$ cat src/hw/rtl/hbs_pkg.sv
// Shared constants, types and helpers for the heightmap bilinear sampler.
package hbs_pkg;

    localparam int MAX_GRID   = 256;
    localparam int IDX_W      = $clog2(MAX_GRID);
    localparam int BANK_AW    = 2 * (IDX_W - 1);
    localparam int CELL_W     = 8;
    localparam int SIZE_W     = 9;
    localparam int W2G_W      = 16;
    localparam int W2G_FRAC   = 12;
    localparam int WORLD_W    = 24;
    localparam int PROD_W     = WORLD_W + W2G_W;
    localparam int GFULL_W    = PROD_W - W2G_FRAC;
    localparam int FRAC_W     = 8;
    localparam int GRID_W     = IDX_W + FRAC_W;
    localparam int H_W        = 16;
    localparam int BT_W       = H_W + FRAC_W;
    localparam int OUT_W      = 24;
    localparam int CFG_IDX_W  = 1;
    localparam int CFG_DATA_W = 16;

    localparam logic [SIZE_W-1:0] GRID_SIZE_RST = 9'd256;
    localparam logic [W2G_W-1:0]  W2G_RST       = 16'd4096;

    localparam logic CMD_WRITE = 1'b0;
    localparam logic CMD_QUERY = 1'b1;

    localparam logic [CFG_IDX_W-1:0] REG_GRID_SIZE     = 1'b0;
    localparam logic [CFG_IDX_W-1:0] REG_WORLD_TO_GRID = 1'b1;

    typedef struct packed {
        logic                    en;
        logic [IDX_W-1:0]        x;
        logic [IDX_W-1:0]        z;
        logic signed [H_W-1:0]   data;
    } hbs_wr_t;

    typedef struct packed {
        logic                    en;
        logic [IDX_W-1:0]        ix;
        logic [IDX_W-1:0]        iz;
    } hbs_rd_t;

    typedef struct packed {
        logic signed [H_W-1:0]   h00;
        logic signed [H_W-1:0]   h10;
        logic signed [H_W-1:0]   h01;
        logic signed [H_W-1:0]   h11;
    } hbs_quad_t;

    typedef struct packed {
        logic [FRAC_W-1:0]       fx;
        logic [FRAC_W-1:0]       fz;
        logic                    at_edge;
    } hbs_frac_t;

    // Clamp limit in grid units: (effective size - 1) << FRAC_W
    function automatic logic [GRID_W-1:0] eff_lim(input logic [SIZE_W-1:0] gs);
        int s;
        s = int'(gs);
        if (s > MAX_GRID)
        begin
            s = MAX_GRID;
        end
        if (s < 1)
        begin
            s = 1;
        end
        return GRID_W'((s - 1) << FRAC_W);
    endfunction

endpackage

$ cat src/hw/rtl/hbs_lerp.sv
// Two-stage bilinear blend: x lerp on both rows, then z lerp with rounding.
module hbs_lerp (
    input  logic                                clk,
    input  logic                                en_x,
    input  logic                                en_z,
    input  hbs_pkg::hbs_quad_t                  quad,
    input  hbs_pkg::hbs_frac_t                  frac,
    output logic signed [hbs_pkg::OUT_W-1:0]    result
);

    localparam int PX_W = hbs_pkg::H_W + hbs_pkg::FRAC_W + 2;
    localparam int PZ_W = hbs_pkg::BT_W + hbs_pkg::FRAC_W + 2;

    logic signed [hbs_pkg::H_W:0]         d_bot;
    logic signed [hbs_pkg::H_W:0]         d_top;
    logic signed [PX_W-1:0]               p_bot;
    logic signed [PX_W-1:0]               p_top;
    logic signed [PX_W-1:0]               s_bot;
    logic signed [PX_W-1:0]               s_top;
    logic signed [hbs_pkg::BT_W-1:0]      h00_q8;
    logic signed [hbs_pkg::BT_W-1:0]      bot_next;
    logic signed [hbs_pkg::BT_W-1:0]      top_next;
    logic signed [hbs_pkg::BT_W-1:0]      bot_reg;
    logic signed [hbs_pkg::BT_W-1:0]      top_reg;
    logic [hbs_pkg::FRAC_W-1:0]           fz_reg;
    logic signed [hbs_pkg::BT_W:0]        d_z;
    logic signed [PZ_W-1:0]               p_z;
    logic signed [PZ_W-1:0]               fin;
    logic signed [PZ_W-1:0]               rnd;
    logic signed [hbs_pkg::OUT_W-1:0]     result_next;
    logic signed [hbs_pkg::OUT_W-1:0]     result_reg;

    always_comb
    begin
        d_bot  = {quad.h10[hbs_pkg::H_W-1], quad.h10} - {quad.h00[hbs_pkg::H_W-1], quad.h00};
        d_top  = {quad.h11[hbs_pkg::H_W-1], quad.h11} - {quad.h01[hbs_pkg::H_W-1], quad.h01};
        p_bot  = d_bot * $signed({1'b0, frac.fx});
        p_top  = d_top * $signed({1'b0, frac.fx});
        s_bot  = {{2{quad.h00[hbs_pkg::H_W-1]}}, quad.h00, {hbs_pkg::FRAC_W{1'b0}}} + p_bot;
        s_top  = {{2{quad.h01[hbs_pkg::H_W-1]}}, quad.h01, {hbs_pkg::FRAC_W{1'b0}}} + p_top;
        h00_q8 = {quad.h00, {hbs_pkg::FRAC_W{1'b0}}};
        // edge: corner sample, top == bottom makes the z blend a pass-through
        bot_next = frac.at_edge ? h00_q8 : s_bot[hbs_pkg::BT_W-1:0];
        top_next = frac.at_edge ? h00_q8 : s_top[hbs_pkg::BT_W-1:0];
    end

    always_ff @(posedge clk)
    begin
        if (en_x)
        begin
            bot_reg <= bot_next;
            top_reg <= top_next;
            fz_reg  <= frac.fz;
        end
    end

    always_comb
    begin
        d_z = {top_reg[hbs_pkg::BT_W-1], top_reg} - {bot_reg[hbs_pkg::BT_W-1], bot_reg};
        p_z = d_z * $signed({1'b0, fz_reg});
        fin = {{2{bot_reg[hbs_pkg::BT_W-1]}}, bot_reg, {hbs_pkg::FRAC_W{1'b0}}} + p_z;
        rnd = fin + PZ_W'(128);
        result_next = rnd[hbs_pkg::FRAC_W +: hbs_pkg::OUT_W];
    end

    always_ff @(posedge clk)
    begin
        if (en_z)
        begin
            result_reg <= result_next;
        end
    end

    assign result = result_reg;

endmodule

$ cat config.mk
export PLATFORM = sky130hd
export DESIGN_NAME = hbs_lerp
export DESIGN_NICKNAME = d
export VERILOG_FILES = /design/src/hw/rtl/hbs_pkg.sv /design/src/hw/rtl/hbs_lerp.sv
export SDC_FILE = /design/constraint.sdc
export NUM_CORES = 1
export LEC_CHECK = 0
export BUFFER_PORTS_ARGS = -buffer_cell sky130_fd_sc_hd__buf_2
export CORE_MARGIN = 2
export CORE_UTILIZATION = 70
export CTS_CLUSTER_DIAMETER = 200
export DETAILED_ROUTE_END_ITERATION = 10
export HOLD_SLACK_MARGIN = 0.06
export PLACE_DENSITY = 0.93
export SETUP_SLACK_MARGIN = 0.4
export SYNTH_ARGS = -nofsm -noshare
export SYNTH_HDL_FRONTEND = slang
export SYNTH_SLANG_ARGS = --single-unit
$ cat constraint.sdc
create_clock -name clk -period 22.4 [get_ports clk]
set_input_delay 3.36 -clock clk [delete_from_list [all_inputs] [get_ports clk]]
set_output_delay 3.36 -clock clk [all_outputs]
set_load 0.005 [all_outputs]
==> impl_results.rst <==
.. list-table::
   :header-rows: 1

   * - Metric
     - Value
   * - Sink count of the clock tree
     - 80
   * - Count of endpoints failing setup in the final report
     - 0
   * - Destination of the worst register-to-register timing path
     - result[23]
   * - Transition time of the tightest slew-check pin
     - about 1200 ps
   * - Area grow syn2layout
     - 4.939%
   * - Worst setup path end
     - top_reg[23]
   * - Area of the placeable core
     - 0.03237 mm2
   * - Cell repeated most along the worst path
     - fa_1
   * - Hold-fix buffers at CTS
     - 0
   * - Class of the most critical hold timing path
     - register to register
   * - Site Rows
     - 66
   * - Clk root buf
     - clkbuf_16
   * - Iteration-0 DRC Markers
     - 1333
   * - Slew Limit Headroom
     - 17.69%
   * - Via count
     - 18290
   * - Unique masters post-synth
     - 66
   * - Minimum setup slack among reg-to-reg paths
     - 13440 ps
   * - Number of ports placed on the die boundary
     - roughly 110
   * - Worst Setup SP
     - quad[17]
   * - Unrepaired setup endpoints after global routing
     - false
   * - Layout Nets
     - 3310
   * - Number of cells on the worst reg-to-reg path
     - 26
   * - Kind of end point of the critical path
     - register
   * - Commonest non-fill, non-tap cells in the layout
     - 554 x inv_1, 413 x fa_1, 279 x nand2_1, 215 x ha_1, 204 x and2_1
   * - Leading register cell type out of synthesis
     - edfxtp_1
   * - Y dimension of the die
     - 184.8 um
   * - Number of setup buffers added after CTS
     - 0
   * - Detailed-route vias per instance
     - 6.004
   * - Number of nets in the synthesized netlist
     - about 3300
   * - Via count of the first global-routing pass
     - 19770
   * - Largest area contributor in the netlist
     - fa_1
   * - Maximum net fanout on the critical path
     - 10
   * - Initial antenna violation count
     - 2
   * - Number of hold violations in the final report
     - 0
   * - Count of yosys warnings during synthesis
     - 0
   * - FFs w/ async S/R, synth
     - 0%
   * - Number of pins exceeding their max-slew limit in the final report
     - 0
   * - Number of clock buffers inserted by TritonCTS
     - 9
   * - Final estimated routing congestion in global placement
     - 0.9545
   * - CP delay by family, top
     - adder cells
   * - Maximum number of pins on one net before global-route repair
     - 62
   * - Die Area
     - 0.03414 mm2
   * - Logic depth of the worst setup path including buffers
     - 29
   * - Setup Slack @ Placement
     - 10940 ps
   * - Setup TNS after final layout
     - 0 ps
   * - Required time worst endpoint
     - 22470 ps
   * - Clk slew on worst S/H paths
     - 70 ps
   * - Top area cells in the synthesized netlist
     - fa_1 36%, ha_1 12%, edfxtp_1 11%
   * - Max Cap Violations
     - 0
   * - Fraction of layout instances using a drive strength above 1
     - 5.570%
   * - Horizontal extent of the die
     - 184.8 um
   * - DRC violations left
     - 0
   * - Achievable frequency
     - 89.30 MHz
   * - Tmin final
     - approximately 11000 ps
   * - PostCTS Resize Cnt
     - 0
   * - Number of port buffers
     - approximately 110
   * - Routed Antenna Nets
     - 0
   * - TritonCTS clock tree
     - done
   * - Worst Setup Path Type
     - primary input to register
   * - Total detailed-routing wirelength
     - between 50000 and 60000 um
   * - Type of element launching the critical path
     - primary input
   * - CP max stage cell
     - fa_1
   * - Fraction of post-synthesis cell area in the top cell type by area
     - 36.14%
   * - Count of flip-flops with a built-in enable after synthesis
     - 80
   * - Htree depth
     - 3
   * - Final core utilization
     - 74.15%
   * - Sequential element share of the synthesized area
     - 10.50%
   * - Clock Skew
     - 11.59 ps
   * - R2R Path Start
     - bot_reg[1]
   * - Global router's overall resource usage
     - 35.40%
   * - Synth Cell Area
     - between 0.02 and 0.025 mm2
   * - Buffer and inverter count on the worst path
     - 5
   * - Wirelength per Cell
     - 18.87 um
   * - Sum of overflow across all layers after global routing
     - 0
   * - Maximum cell stage delay along the critical path
     - 600 ps
   * - Status
     - finished, final reports clean
   * - Maximum clock insertion buffer count
     - 2
   * - Critical Path AT
     - around 11000 ps
   * - Global-route wire length before repair
     - 94540 um
   * - Final clock period utilization by the worst path
     - 49.99%
   * - Synthesized instance count
     - 2552
   * - Pre-antenna DRT Iters
     - 8
   * - Worst setup margin
     - around 11000 ps
   * - Skew-Pair Late Insertion Delay
     - 360 ps
   * - Syn avg cell area
     - ~9.0 um2
   * - Post-DP HPWL
     - 46820 um
   * - Flip-flop and latch count after synthesis
     - 80
   * - Effective utilization at floorplan
     - a little over 70%
   * - Commonest non-fill, non-tap cell in the layout
     - inv_1
## final cells by class
cell class	instances	area (um2)
repair buffers	111	565.5
inverters	554	2079
flip-flops and latches	80	2402
well taps	442	553.0
fillers	2215	8367
diodes	1	2.502
clock inverters	6	67.56
multi-input cells	1842	18100
clock buffers	10	229.0
## tightest hold or removal path, stage by stage (launching register included)
cell and delay [ps]:
edfxtp_1 410, fa_1 200, ha_1 170, nor2_1 50, nor2_1 70
## metal layers
| metal | up-vias | global-route usage [%] | share of wire (%) |
|---|---|---|---|
| met5 | - | 0 | 0.023 |
| met4 | 2 | 20.38 | 5.9 |
| met3 | 267 | 5.800 | 7.8 |
| met2 | 955 | 61.93 | 50 |
| met1 | 8977 | 41.35 | 36 |
| li1 | 8086 | - | - |
## cells in the mapped netlist, drive strengths merged (10+ instances only)
| cell type | number |
|---|---|
| a31oi | 12 |
| nand2 | 279 |
| o21bai | 12 |
| clkbuf | 72 |
| o31ai | 10 |
| nand2b | 27 |
| nor3 | 32 |
| inv | 554 |
| o21ai | 60 |
| xnor2 | 82 |
| edfxtp | 80 |
| nand3 | 50 |
| or3 | 16 |
| nor2b | 57 |
| ha | 215 |
| xor2 | 26 |
| and2 | 204 |
| nand3b | 11 |
| a211oi | 25 |
| fa | 413 |
| nor2 | 69 |
| and3 | 23 |
| a21o | 19 |
| nor3b | 15 |
| o21a | 14 |
| a21oi | 67 |
## cells by family (layout without fill, tap and decap cells)
kind of cell	after synthesis	in the layout	share of synthesized area [%]
xor gates and xnor gates	110	110	4.332
other	0	1	0
AOI/OAI and AO/OA	291	291	8.610
and+or+nand+nor	813	813	18.30
adders and majority gates	628	628	47.91
DFF	80	80	10.50
buffers and inverters	630	681	10.35
## worst min-delay path by stage
stage	cells after the start	slack, ps	start	end
6_report	4	1020	bot_reg[5]	result[6]
5_1_grt	3	1070	bot_reg[2]	result[2]
4_1_cts	4	1000	bot_reg[5]	result[6]
3_5_place_dp	4	980	bot_reg[5]	result[6]
3_3_place_gp	3	990	bot_reg[2]	result[2]
2_1_floorplan	3	760	fz_reg[7]	result[23]
## stage by stage
stage | cells | instance area (um2) | hold slack [ps]
floorplan | 2552 | 22870 | 759.0
global placement | 3029 | 23710 | 988.4
detailed placement | 3029 | 23710 | 983.9
CTS | 3045 | 24000 | 999.9
global route | 3045 | 24000 | 1075
finish | 3046 | 24000 | 1016
Power is left out: the tool's default activity adds up to more than one toggle a clock period on the data nets, which glitch-free logic cannot reach.
